**src/msq_pkg.sv**
```systemverilog
// shared types, constants and tables of the midi step sequencer
`timescale 1ns / 1ps
`default_nettype none
package msq_pkg;

  // sequencer size and timing constants
  localparam int STEP_COUNT         = 16;
  localparam int PULSES_PER_QUARTER = 24;
  localparam int MIN_TEMPO          = 40;
  localparam int MAX_TEMPO          = 240;
  localparam int RESET_TEMPO        = 120;
  localparam int US_PER_MINUTE      = 60000000;
  localparam int STEPS_PER_BEAT     = 4;

  localparam int STEP_W = $clog2(STEP_COUNT);

  // dividends of the two intervals, so that each interval is one division by bpm
  localparam int STEP_DIVIDEND  = US_PER_MINUTE / STEPS_PER_BEAT;
  localparam int CLOCK_DIVIDEND = US_PER_MINUTE / PULSES_PER_QUARTER;
  localparam int DIVIDEND_MAX   =
      (STEP_DIVIDEND > CLOCK_DIVIDEND) ? STEP_DIVIDEND : CLOCK_DIVIDEND;
  localparam int DIV_W = $clog2(DIVIDEND_MAX + 1);

  // intervals after reset
  localparam int RESET_BPM_UP  = (RESET_TEMPO < MIN_TEMPO) ? MIN_TEMPO : RESET_TEMPO;
  localparam int RESET_BPM_CL  = (RESET_BPM_UP > MAX_TEMPO) ? MAX_TEMPO : RESET_BPM_UP;
  localparam int RESET_BPM     = (RESET_BPM_CL == 0) ? 1 : RESET_BPM_CL;
  localparam int RESET_STEP_IVL  = STEP_DIVIDEND / RESET_BPM;
  localparam int RESET_CLOCK_IVL = CLOCK_DIVIDEND / RESET_BPM;

  // command codes
  localparam logic [2:0] OP_TICK      = 3'd0;
  localparam logic [2:0] OP_PLAY      = 3'd1;
  localparam logic [2:0] OP_STOP      = 3'd2;
  localparam logic [2:0] OP_REC_START = 3'd3;
  localparam logic [2:0] OP_REC_PAD   = 3'd4;
  localparam logic [2:0] OP_CLEAR     = 3'd5;

  // event kinds
  localparam logic [2:0] KIND_CLOCK    = 3'd0;
  localparam logic [2:0] KIND_NOTE_OFF = 3'd1;
  localparam logic [2:0] KIND_NOTE_ON  = 3'd2;
  localparam logic [2:0] KIND_START    = 3'd3;
  localparam logic [2:0] KIND_STOP     = 3'd4;
  localparam logic [2:0] KIND_ALL_OFF  = 3'd5;
  localparam int         KIND_COUNT    = 6;

  // run modes
  localparam logic [1:0] MODE_STOPPED   = 2'd0;
  localparam logic [1:0] MODE_PLAYING   = 2'd1;
  localparam logic [1:0] MODE_RECORDING = 2'd2;

  localparam logic [6:0] DEFAULT_VELOCITY = 7'd100;

  localparam logic [6:0] NOTE_TABLE [16] = '{
    7'd36, 7'd38, 7'd40, 7'd42, 7'd44, 7'd46, 7'd49, 7'd51,
    7'd41, 7'd43, 7'd45, 7'd47, 7'd48, 7'd50, 7'd52, 7'd55
  };

  // input item
  typedef struct packed {
    logic [2:0]  op;
    logic [31:0] now_us;
    logic [7:0]  pad_id;
    logic [6:0]  pad_velocity;
  } command_t;

  // result item
  typedef struct packed {
    logic [2:0] event_kind;
    logic [6:0] note_number;
    logic [6:0] note_velocity;
    logic       last_event;
  } event_t;

  // one step of the pattern memory
  typedef struct packed {
    logic [6:0] note;
    logic [6:0] velocity;
    logic       active;
  } step_t;

  localparam int STEP_ENTRY_W = $bits(step_t);

  // intervals from the tempo divider
  typedef struct packed {
    logic [DIV_W-1:0] step_ivl;
    logic [DIV_W-1:0] clock_ivl;
  } interval_t;

endpackage
`default_nettype wire

```
**src/msq_ram.sv**
```systemverilog
// generic single-port-write ram with registered read
`timescale 1ns / 1ps
`default_nettype none
module msq_ram #(
  parameter int WIDTH = 8,
  parameter int DEPTH = 16
) (
  input  wire logic                     clk,
  input  wire logic                     we,
  input  wire logic [$clog2(DEPTH)-1:0] waddr,
  input  wire logic [WIDTH-1:0]         wdata,
  input  wire logic [$clog2(DEPTH)-1:0] raddr,
  output logic      [WIDTH-1:0]         rdata
);

  logic [WIDTH-1:0] mem [DEPTH];

  // write port and registered read port
  always_ff @(posedge clk) begin
    if (we) begin
      mem[waddr] <= wdata;
    end
    rdata <= mem[raddr];
  end

endmodule
`default_nettype wire

```
**src/msq_tempo_div.sv**
```systemverilog
// restoring divider that turns the tempo into step and clock intervals
`timescale 1ns / 1ps
`default_nettype none
module msq_tempo_div (
  input  wire logic                clk,
  input  wire logic                rst,
  input  wire logic                go,
  input  wire logic [7:0]          bpm,
  output logic                     busy,
  output msq_pkg::interval_t       intervals
);

  localparam int CNT_W = $clog2(msq_pkg::DIV_W + 1);

  logic [CNT_W-1:0]         count;
  logic [7:0]               divisor;
  logic [7:0]               step_rem;
  logic [7:0]               clock_rem;
  logic [msq_pkg::DIV_W-1:0] step_quo;
  logic [msq_pkg::DIV_W-1:0] clock_quo;
  logic [7:0]               bpm_up;
  logic [7:0]               bpm_clamped;
  logic [7:0]               step_rem_next;
  logic [7:0]               clock_rem_next;
  logic [msq_pkg::DIV_W-1:0] step_quo_next;
  logic [msq_pkg::DIV_W-1:0] clock_quo_next;

  // one restoring step: shift in the next dividend bit, subtract when it fits
  function automatic logic [8:0] div_bit(input logic [7:0] rem, input logic msb,
                                         input logic [7:0] dvs);
    logic [8:0] trial;
    logic       fits;
    trial = {rem, msb};
    fits  = trial >= {1'b0, dvs};
    return fits ? {8'(trial - {1'b0, dvs}), 1'b1} : {trial[7:0], 1'b0};
  endfunction

  // clamp up to the minimum, then down to the maximum
  always_comb begin
    bpm_up      = (bpm < 8'(msq_pkg::MIN_TEMPO)) ? 8'(msq_pkg::MIN_TEMPO) : bpm;
    bpm_clamped = (bpm_up > 8'(msq_pkg::MAX_TEMPO)) ? 8'(msq_pkg::MAX_TEMPO) : bpm_up;
    if (bpm_clamped == 8'd0) begin
      bpm_clamped = 8'd1;
    end
  end

  // both quotients share the divisor and advance one bit a cycle
  always_comb begin
    {step_rem_next, step_quo_next[0]}   = div_bit(step_rem, step_quo[msq_pkg::DIV_W-1],
                                                  divisor);
    {clock_rem_next, clock_quo_next[0]} = div_bit(clock_rem, clock_quo[msq_pkg::DIV_W-1],
                                                  divisor);
    step_quo_next[msq_pkg::DIV_W-1:1]  = step_quo[msq_pkg::DIV_W-2:0];
    clock_quo_next[msq_pkg::DIV_W-1:1] = clock_quo[msq_pkg::DIV_W-2:0];
  end

  // control and result registers
  always_ff @(posedge clk) begin
    if (rst) begin
      busy                <= 1'b0;
      count               <= '0;
      intervals.step_ivl  <= msq_pkg::DIV_W'(msq_pkg::RESET_STEP_IVL);
      intervals.clock_ivl <= msq_pkg::DIV_W'(msq_pkg::RESET_CLOCK_IVL);
    end else if (go) begin
      busy  <= 1'b1;
      count <= CNT_W'(msq_pkg::DIV_W);
    end else if (busy) begin
      count <= count - 1'b1;
      if (count == CNT_W'(1)) begin
        busy                <= 1'b0;
        intervals.step_ivl  <= step_quo_next;
        intervals.clock_ivl <= clock_quo_next;
      end
    end
  end

  // datapath registers
  always_ff @(posedge clk) begin
    if (go) begin
      divisor   <= bpm_clamped;
      step_rem  <= '0;
      clock_rem <= '0;
      step_quo  <= msq_pkg::DIV_W'(msq_pkg::STEP_DIVIDEND);
      clock_quo <= msq_pkg::DIV_W'(msq_pkg::CLOCK_DIVIDEND);
    end else if (busy) begin
      step_rem  <= step_rem_next;
      clock_rem <= clock_rem_next;
      step_quo  <= step_quo_next;
      clock_quo <= clock_quo_next;
    end
  end

endmodule
`default_nettype wire

```
**src/midi_step_sequencer.sv**
```systemverilog
// top level of the midi step sequencer: command decode, tick sequencer, event output
// play and stop go from idle straight to emit; a tick passes eval, and a tick with step
// events then rd_cur and get_cur, before emit; then one event a cycle
// record, clear and ignored items return to idle at once; a tick makes two pattern ram
// reads; a tempo write holds busy until the divider is done; the receiver cannot stall
// reset: synchronous; the pattern reads as its defaults through per-step valid bits
`timescale 1ns / 1ps
`default_nettype none
module midi_step_sequencer (
  input  wire logic              clk,
  input  wire logic              rst,
  input  wire logic              start,
  output logic                   busy,
  input  wire msq_pkg::command_t command,
  input  wire logic              cfg_we,
  input  wire logic [7:0]        cfg_wdata,
  output logic                   strobe,
  output msq_pkg::event_t        result
);

  localparam int SW = msq_pkg::STEP_W;
  localparam int KC = msq_pkg::KIND_COUNT;

  localparam logic [2:0] ST_IDLE    = 3'd0;
  localparam logic [2:0] ST_EVAL    = 3'd1;
  localparam logic [2:0] ST_RD_CUR  = 3'd2;
  localparam logic [2:0] ST_GET_CUR = 3'd3;
  localparam logic [2:0] ST_EMIT    = 3'd4;

  logic [2:0]              state;
  logic [1:0]              mode;
  logic [SW-1:0]           play_pos;
  logic [SW-1:0]           rec_pos;
  logic [31:0]             last_step;
  logic [31:0]             last_clock;
  logic [KC-1:0]           pend;
  logic [msq_pkg::STEP_COUNT-1:0] step_valid;
  logic                    clk_due_q;
  logic [31:0]             now_q;

  logic                    div_busy;
  msq_pkg::interval_t      intervals;

  logic                    accept;
  logic                    pad_write;
  logic [SW-1:0]           prev_pos;
  logic [SW-1:0]           rd_addr;
  logic [SW-1:0]           rd_addr_q;
  logic                    rd_valid_q;
  logic [msq_pkg::STEP_ENTRY_W-1:0] ram_rdata;
  msq_pkg::step_t          ram_wentry;
  msq_pkg::step_t          rd_entry;
  logic                    clk_due;
  logic                    step_due;
  logic                    prev_active;
  logic [6:0]              off_note;
  logic [6:0]              on_note;
  logic [6:0]              on_vel;
  logic [KC-1:0]           tick_pend;
  logic [2:0]              pick_kind;
  logic [KC-1:0]           pend_rest;
  msq_pkg::event_t         evt;

  assign busy   = (state != ST_IDLE) || div_busy;
  assign accept = start && !busy;

  // tempo divider, started by a register write
  msq_tempo_div u_div (
    .clk       (clk),
    .rst       (rst),
    .go        (cfg_we),
    .bpm       (cfg_wdata),
    .busy      (div_busy),
    .intervals (intervals)
  );

  // pattern write from a recorded pad hit
  assign pad_write = accept && (command.op == msq_pkg::OP_REC_PAD) &&
                     (mode == msq_pkg::MODE_RECORDING) &&
                     (command.pad_id < 8'(msq_pkg::STEP_COUNT));

  always_comb begin
    ram_wentry.note     = msq_pkg::NOTE_TABLE[command.pad_id[3:0]];
    ram_wentry.velocity = command.pad_velocity;
    ram_wentry.active   = 1'b1;
  end

  // previous step wraps to the last one; read prev in eval, current after
  assign prev_pos = (play_pos == '0) ? SW'(msq_pkg::STEP_COUNT - 1) : play_pos - 1'b1;
  assign rd_addr  = (state == ST_EVAL) ? prev_pos : play_pos;

  msq_ram #(
    .WIDTH (msq_pkg::STEP_ENTRY_W),
    .DEPTH (msq_pkg::STEP_COUNT)
  ) u_pattern (
    .clk   (clk),
    .we    (pad_write),
    .waddr (rec_pos),
    .wdata (ram_wentry),
    .raddr (rd_addr),
    .rdata (ram_rdata)
  );

  // a step never written since reset or clear reads as its default
  always_comb begin
    if (rd_valid_q) begin
      rd_entry = ram_rdata;
    end else begin
      rd_entry.note     = msq_pkg::NOTE_TABLE[4'(rd_addr_q)];
      rd_entry.velocity = msq_pkg::DEFAULT_VELOCITY;
      rd_entry.active   = 1'b0;
    end
  end

  // elapsed time checks, wrapping modulo 2^32
  assign clk_due  = (now_q - last_clock) >= 32'(intervals.clock_ivl);
  assign step_due = (now_q - last_step)  >= 32'(intervals.step_ivl);

  // events a tick leaves once both steps are read
  always_comb begin
    tick_pend                         = '0;
    tick_pend[msq_pkg::KIND_CLOCK]    = clk_due_q;
    tick_pend[msq_pkg::KIND_NOTE_OFF] = prev_active;
    tick_pend[msq_pkg::KIND_NOTE_ON]  = rd_entry.active;
  end

  // lowest pending kind goes out first
  always_comb begin
    pick_kind = msq_pkg::KIND_CLOCK;
    for (int k = KC - 1; k >= 0; k--) begin
      if (pend[k]) begin
        pick_kind = 3'(k);
      end
    end
    pend_rest = pend & ~(KC'(1) << pick_kind);
  end

  always_comb begin
    evt.event_kind    = pick_kind;
    evt.note_number   = 7'd0;
    evt.note_velocity = 7'd0;
    evt.last_event    = (pend_rest == '0);
    if (pick_kind == msq_pkg::KIND_NOTE_OFF) begin
      evt.note_number = off_note;
    end else if (pick_kind == msq_pkg::KIND_NOTE_ON) begin
      evt.note_number   = on_note;
      evt.note_velocity = on_vel;
    end
  end

  // sequencer control and state
  always_ff @(posedge clk) begin
    if (rst) begin
      state      <= ST_IDLE;
      mode       <= msq_pkg::MODE_STOPPED;
      play_pos   <= '0;
      rec_pos    <= '0;
      last_step  <= '0;
      last_clock <= '0;
      pend       <= '0;
      step_valid <= '0;
      clk_due_q  <= 1'b0;
      strobe     <= 1'b0;
    end else begin
      strobe <= (state == ST_EMIT);
      unique case (state)
        ST_IDLE: begin
          if (accept) begin
            unique case (command.op)
              msq_pkg::OP_TICK: begin
                if (mode != msq_pkg::MODE_STOPPED) begin
                  state <= ST_EVAL;
                end
              end
              msq_pkg::OP_PLAY: begin
                if (mode == msq_pkg::MODE_STOPPED) begin
                  mode       <= msq_pkg::MODE_PLAYING;
                  play_pos   <= '0;
                  last_step  <= command.now_us;
                  last_clock <= command.now_us;
                  pend       <= KC'(1) << msq_pkg::KIND_START;
                  state      <= ST_EMIT;
                end
              end
              msq_pkg::OP_STOP: begin
                if (mode != msq_pkg::MODE_STOPPED) begin
                  mode     <= msq_pkg::MODE_STOPPED;
                  play_pos <= '0;
                  pend     <= (KC'(1) << msq_pkg::KIND_STOP) |
                              (KC'(1) << msq_pkg::KIND_ALL_OFF);
                  state    <= ST_EMIT;
                end
              end
              msq_pkg::OP_REC_START: begin
                mode    <= msq_pkg::MODE_RECORDING;
                rec_pos <= '0;
              end
              msq_pkg::OP_REC_PAD: begin
                if (pad_write) begin
                  step_valid[rec_pos] <= 1'b1;
                  rec_pos <= (rec_pos == SW'(msq_pkg::STEP_COUNT - 1)) ? '0 :
                             rec_pos + 1'b1;
                end
              end
              msq_pkg::OP_CLEAR: begin
                step_valid <= '0;
              end
              default: begin
              end
            endcase
          end
        end
        ST_EVAL: begin
          clk_due_q <= clk_due;
          if (clk_due) begin
            last_clock <= last_clock + 32'(intervals.clock_ivl);
          end
          if (step_due) begin
            last_step <= last_step + 32'(intervals.step_ivl);
            state     <= ST_RD_CUR;
          end else if (clk_due) begin
            pend  <= KC'(1) << msq_pkg::KIND_CLOCK;
            state <= ST_EMIT;
          end else begin
            state <= ST_IDLE;
          end
        end
        ST_RD_CUR: begin
          state <= ST_GET_CUR;
        end
        ST_GET_CUR: begin
          play_pos <= (play_pos == SW'(msq_pkg::STEP_COUNT - 1)) ? '0 : play_pos + 1'b1;
          pend     <= tick_pend;
          state    <= (tick_pend == '0) ? ST_IDLE : ST_EMIT;
        end
        ST_EMIT: begin
          pend <= pend_rest;
          if (pend_rest == '0) begin
            state <= ST_IDLE;
          end
        end
        default: begin
          state <= ST_IDLE;
        end
      endcase
    end
  end

  // payload registers: timestamp, read tracking, step notes, result
  always_ff @(posedge clk) begin
    if (accept) begin
      now_q <= command.now_us;
    end
    rd_addr_q  <= rd_addr;
    rd_valid_q <= step_valid[rd_addr];
    if (state == ST_RD_CUR) begin
      prev_active <= rd_entry.active;
      off_note    <= rd_entry.note;
    end
    if (state == ST_GET_CUR) begin
      on_note <= rd_entry.note;
      on_vel  <= rd_entry.velocity;
    end
    if (state == ST_EMIT) begin
      result <= evt;
    end
  end

endmodule
`default_nettype wire

```
**config.mk**
```make
export PLATFORM = sky130hd
export DESIGN_NAME = midi_step_sequencer
export DESIGN_NICKNAME = d
export VERILOG_FILES = /design/src/msq_pkg.sv /design/src/msq_ram.sv /design/src/msq_tempo_div.sv /design/src/midi_step_sequencer.sv
export SDC_FILE = /design/constraint.sdc
export NUM_CORES = 1
export LEC_CHECK = 0
export BUFFER_PORTS_ARGS = -buffer_cell sky130_fd_sc_hd__buf_2
export CAP_MARGIN = 10
export CORE_ASPECT_RATIO = 1.5
export CORE_MARGIN = 3
export CORE_UTILIZATION = 60
export DETAILED_ROUTE_END_ITERATION = 10
export PLACE_DENSITY = 0.85
export SLEW_MARGIN = 40
export SYNTH_ARGS = -nofsm -noshare
export SYNTH_HDL_FRONTEND = slang
export SYNTH_SLANG_ARGS = --single-unit
```
**constraint.sdc**
```tcl
create_clock -name clk -period 7 [get_ports clk]
set_input_delay 0 -clock clk [delete_from_list [all_inputs] [get_ports clk]]
set_output_delay 0 -clock clk [all_outputs]
set_load 0.05 [all_outputs]
```
==> summary.md <==
| Metric | Value |
|---|---|
| Outcome | completed |
| Sequential share of the synthesized area | 0.461 |
| Synth unique cells | slightly above 80 |
| Vias in the first global route | about 23,000 |
| Arrival time at the worst endpoint | about 7 ns |
| P_sw | 2.92 mW |
| Element type at the critical path start | flip-flop |
| Synth warn | 0 |
| Dpl cell area | between 20,000 and 30,000 um^2 |
| Vias per std cell | approximately 6.5 |
| Max-cap violations | 0 |
| Post-synthesis register bit count | slightly above 500 |
| Total number of vias | 22,400 |
| Clock slew at reported path FFs | around 0.070 ns |
| 1st-iter DRT viols | between 2,000 and 2,500 |
| Number of fill cells in the layout | approximately 3,300 |
| CTS Root Cell | clkbuf_16 |
| Total Die Area | 48,700 um^2 |
| Net count after synthesis | around 3,000 |
| Setup repair after global routing missed its margin | false |
| Most frequent standard cell in the layout excluding fill and tap cells | nand2_1 |
| Hold violation count in the final report | 0 |
| Post-route fraction of the period consumed by the critical path | 0.905 |
| Slew Viols, Final | 0 |
| Final weighted congestion of routability-driven global placement | approximately 1.0 |
| I/O pins | approximately 80 |
| Largest area contributor in the netlist | edfxtp_1 |
| Data required time at the worst endpoint | between 7 and 8 ns |
| Final number of setup-violating endpoints | 0 |
| DRT antenna net count | 0 |
| Dpl cells | approximately 3,300 |
| Max Freq | approximately 0.16 GHz |
| Peak supply drop | ~280 uV |
| Initial core utilization | 0.611 |
| Normalized max-slew margin | 0.422 |
| Nets | between 3,000 and 4,000 |
| Setup clock skew after layout | around 0.05 ns |
| Cell area after layout | 30,700 um^2 |
| Min cycle time layout | ~6.3 ns |
| DR pass1 iterations | 6 |
| Worst-path maximum fanout | 25 |
| Slew at the pin with the worst max-slew slack | between 0.8 and 0.9 ns |
| Row cnt | 95 |
| Area share of the leading cell type in the synthesized netlist | 0.290 |
| Horiz. Die Dim | about 180 um |
| Aggregate routed wire length | 76,300 um |
| Leakage power | between 10 and 15 nW |
| Number of sinks on the clock net | between 500 and 600 |
| Fraction of layout cells with a size suffix above 1 | 0.0998 |
| Routed wire per std cell | approximately 22 um |
| H-tree levels | 2 |
| Signed area change from the synthesized netlist to the final layout | 11.0% |
| Tightest Hold Check Type | input port to flip-flop |
| Global Route Usage Sum | 0.307 |
| Gate count after technology mapping | between 2,000 and 3,000 |
| Final TNS setup | 0 ns |
| Antenna diode count | 0 |
| Maximum number of pins on one net before global-route repair | 75 |
| Power share of the sequential group | 0.400 |
| Number of port buffers | 80 |
| Internal portion of total power | roughly 5.6 mW |
| Final routed DRC violation total | 0 |
| Clock group share of total power | 0.293 |
| Critical path class | flip-flop to flip-flop |
| Initial antenna violation count | 2 |
| Mean Syn Cell Area | roughly 10 um^2 |
| Clk Latency, worst-skew pair | just over 0.6 ns |
| Placeable Area | between 40,000 and 50,000 um^2 |
| Top library cells by usage in the layout, fill and taps aside | 287 x nand2_1, 267 x edfxtp_1, 243 x a21oi_1, 235 x dfxtp_1, 206 x nor2_1 |
| Die boundary height | ~270 um |
| Hold Slack | roughly 0.036 ns |
| Cell types occupying the most area after synthesis | edfxtp_1 29%, dfxtp_1 17%, ha_1 8.4% |
| Final Non-Filler Cells | 3,449 |
| Number of buffers inserted by post-CTS setup repair | 0 |
| Power per standard cell area | 279 nW/um^2 |
| Total CTS buffers | 47 |
| HPWL Detailed | approximately 52,000 um |
| Proportion of synthesized flip-flops having asynchronous set or reset | 0 |
| Wire length of the first global-routing pass | approximately 120,000 um |
| Top_reg_cell synth | edfxtp_1 |
| Aggregate global routing overflow | 0 |
| EDFF count, synth | around 270 |
| Synth Cell Area | 27,600 um^2 |
| Maximum number of buffers from clock root to sink | 3 |
| Endpoint kind of the worst setup timing path | flip-flop |
| TritonCTS clock tree | yes |
| Net switching fraction of the power | 0.341 |
| Combinational share of power | 0.307 |
cell type report:
cell class | count | area (um^2) | area share
inverter | 167 | 627 | 0.0204
sequential | 503 | 12700 | 0.416
multi-input combinational | 1947 | 13800 | 0.452
timing repair buffer | 163 | 1220 | 0.0398
tap | 582 | 728 | 0.0238
clock buffer | 58 | 1270 | 0.0414
clock inverter | 29 | 219 | 0.00714
metal layers:
| metal | share of wire | wire (um) | GRT usage |
|---|---|---|---|
| met5 | 0.00017 | 13 | 0 |
| met1 | 0.36 | 27300 | 0.348 |
| met2 | 0.51 | 38900 | 0.554 |
| met3 | 0.064 | 4860 | 0.0362 |
| met4 | 0.068 | 5160 | 0.186 |
flip-flops by register name, indices dropped and copies added (netlist names), 5 cells and up:
name and count:
u_div.clock_quo 24, on_vel 7, u_div.divisor 8, u_div.intervals 48
u_div.count 5, u_div.step_quo 24, u_pattern.rdata 12, off_note 5
u_div.step_rem 8, step_valid 16, u_pattern.mem 192, pend 6
result 17, now_q 32, last_step 32, last_clock 32
on_note 5, u_div.clock_rem 8
worst max-delay path, cell delays in order, from the launching register on:
cell and delay, ns:
edfxtp_1 0.37, inv_1 0.11, ha_1 0.17, inv_1 0.05, fa_1 0.40, a21oi_1 0.20, o21ai_0 0.18, nand3_1 0.26
a21o_1 0.15, nand2_1 0.10, a21o_1 0.20, a21o_1 0.21, a21o_1 0.19, a21oi_1 0.19, xnor2_1 0.09, ha_1 0.18
a211oi_1 0.20, o21ai_0 0.14, o211ai_1 0.10, a21oi_1 0.11, or4b_1 0.50, a2111o_1 0.44, or4_1 0.63, o21ai_4 0.20
buf_4 0.41, mux2_2 0.40
power by group through the flow:
| stage | combinational, mW | clock, mW | sequential (mW) |
|---|---|---|---|
| 4_1_cts | 2.58 | 2.52 | 3.42 |
| 6_report | 2.63 | 2.51 | 3.42 |
| 2_1_floorplan | 1.90 | 0 | 3.43 |
| 3_3_place_gp | 2.43 | 0 | 3.47 |
| 3_5_place_dp | 2.52 | 0 | 3.48 |
| 5_1_grt | 2.89 | 2.63 | 3.44 |
through the flow:
step	total power, mW	util	setup slack [ns]
after floorplan	5.33	-	1.73
after global placement	5.90	0.631	0.801
after detailed placement	6.00	0.632	0.691
after CTS	8.52	0.677	0.673
after global routing	8.96	0.679	0.335
final	8.56	0.679	0.664
cell families (layout without fill, tap and decap cells):
logic type                 Yosys count  count (layout)  share of synthesized area
DFF                                503             503                      0.461
muxes                              150             150                     0.0802
xor gates and xnor gates           101             101                     0.0320
other                                1               1                   0.000136
buffers and inverters              291             417                     0.0410
adders and majority gates          191             191                     0.0882
and+or+nand+nor                    789             789                      0.132
AOI/OAI and AO/OA                  715             715                      0.165
cells in the mapped netlist (29+ instances only):
master	count
mux4_2	52
nor2b_1	36
o21ai_0	116
ha_1	185
nand3_1	54
and3_1	33
nor2_1	207
a211oi_1	59
nor3_1	46
mux2i_1	77
dfxtp_1	236
clkbuf_1	105
nand2_1	287
xor2_1	38
xnor2_1	63
edfxtp_1	267
a31oi_1	48
inv_1	166
o211ai_1	37
a21oi_1	244
a21o_1	40
nand2b_1	29
timing repair:
action                                 in CTS  in global routing
endpoints found under the hold margin     251                  0
hold buffers                               55                  0
gates resized for setup                     0                  0
final timing paths:
check / slack [ns] / to / cells past startpoint / start
hold / removal: 0.04 / u_pattern.mem[7][9] / 2 / command[8]
setup / recovery: 0.66 / last_step[3] / 25 / now_q[0]
setup reg to reg: 0.66 / last_step[3] / 25 / now_q[0]
hold reg to reg: 0.45 / u_div.intervals[7] / 2 / u_div.clock_quo[6]
(Power assumes the default switching activity.)
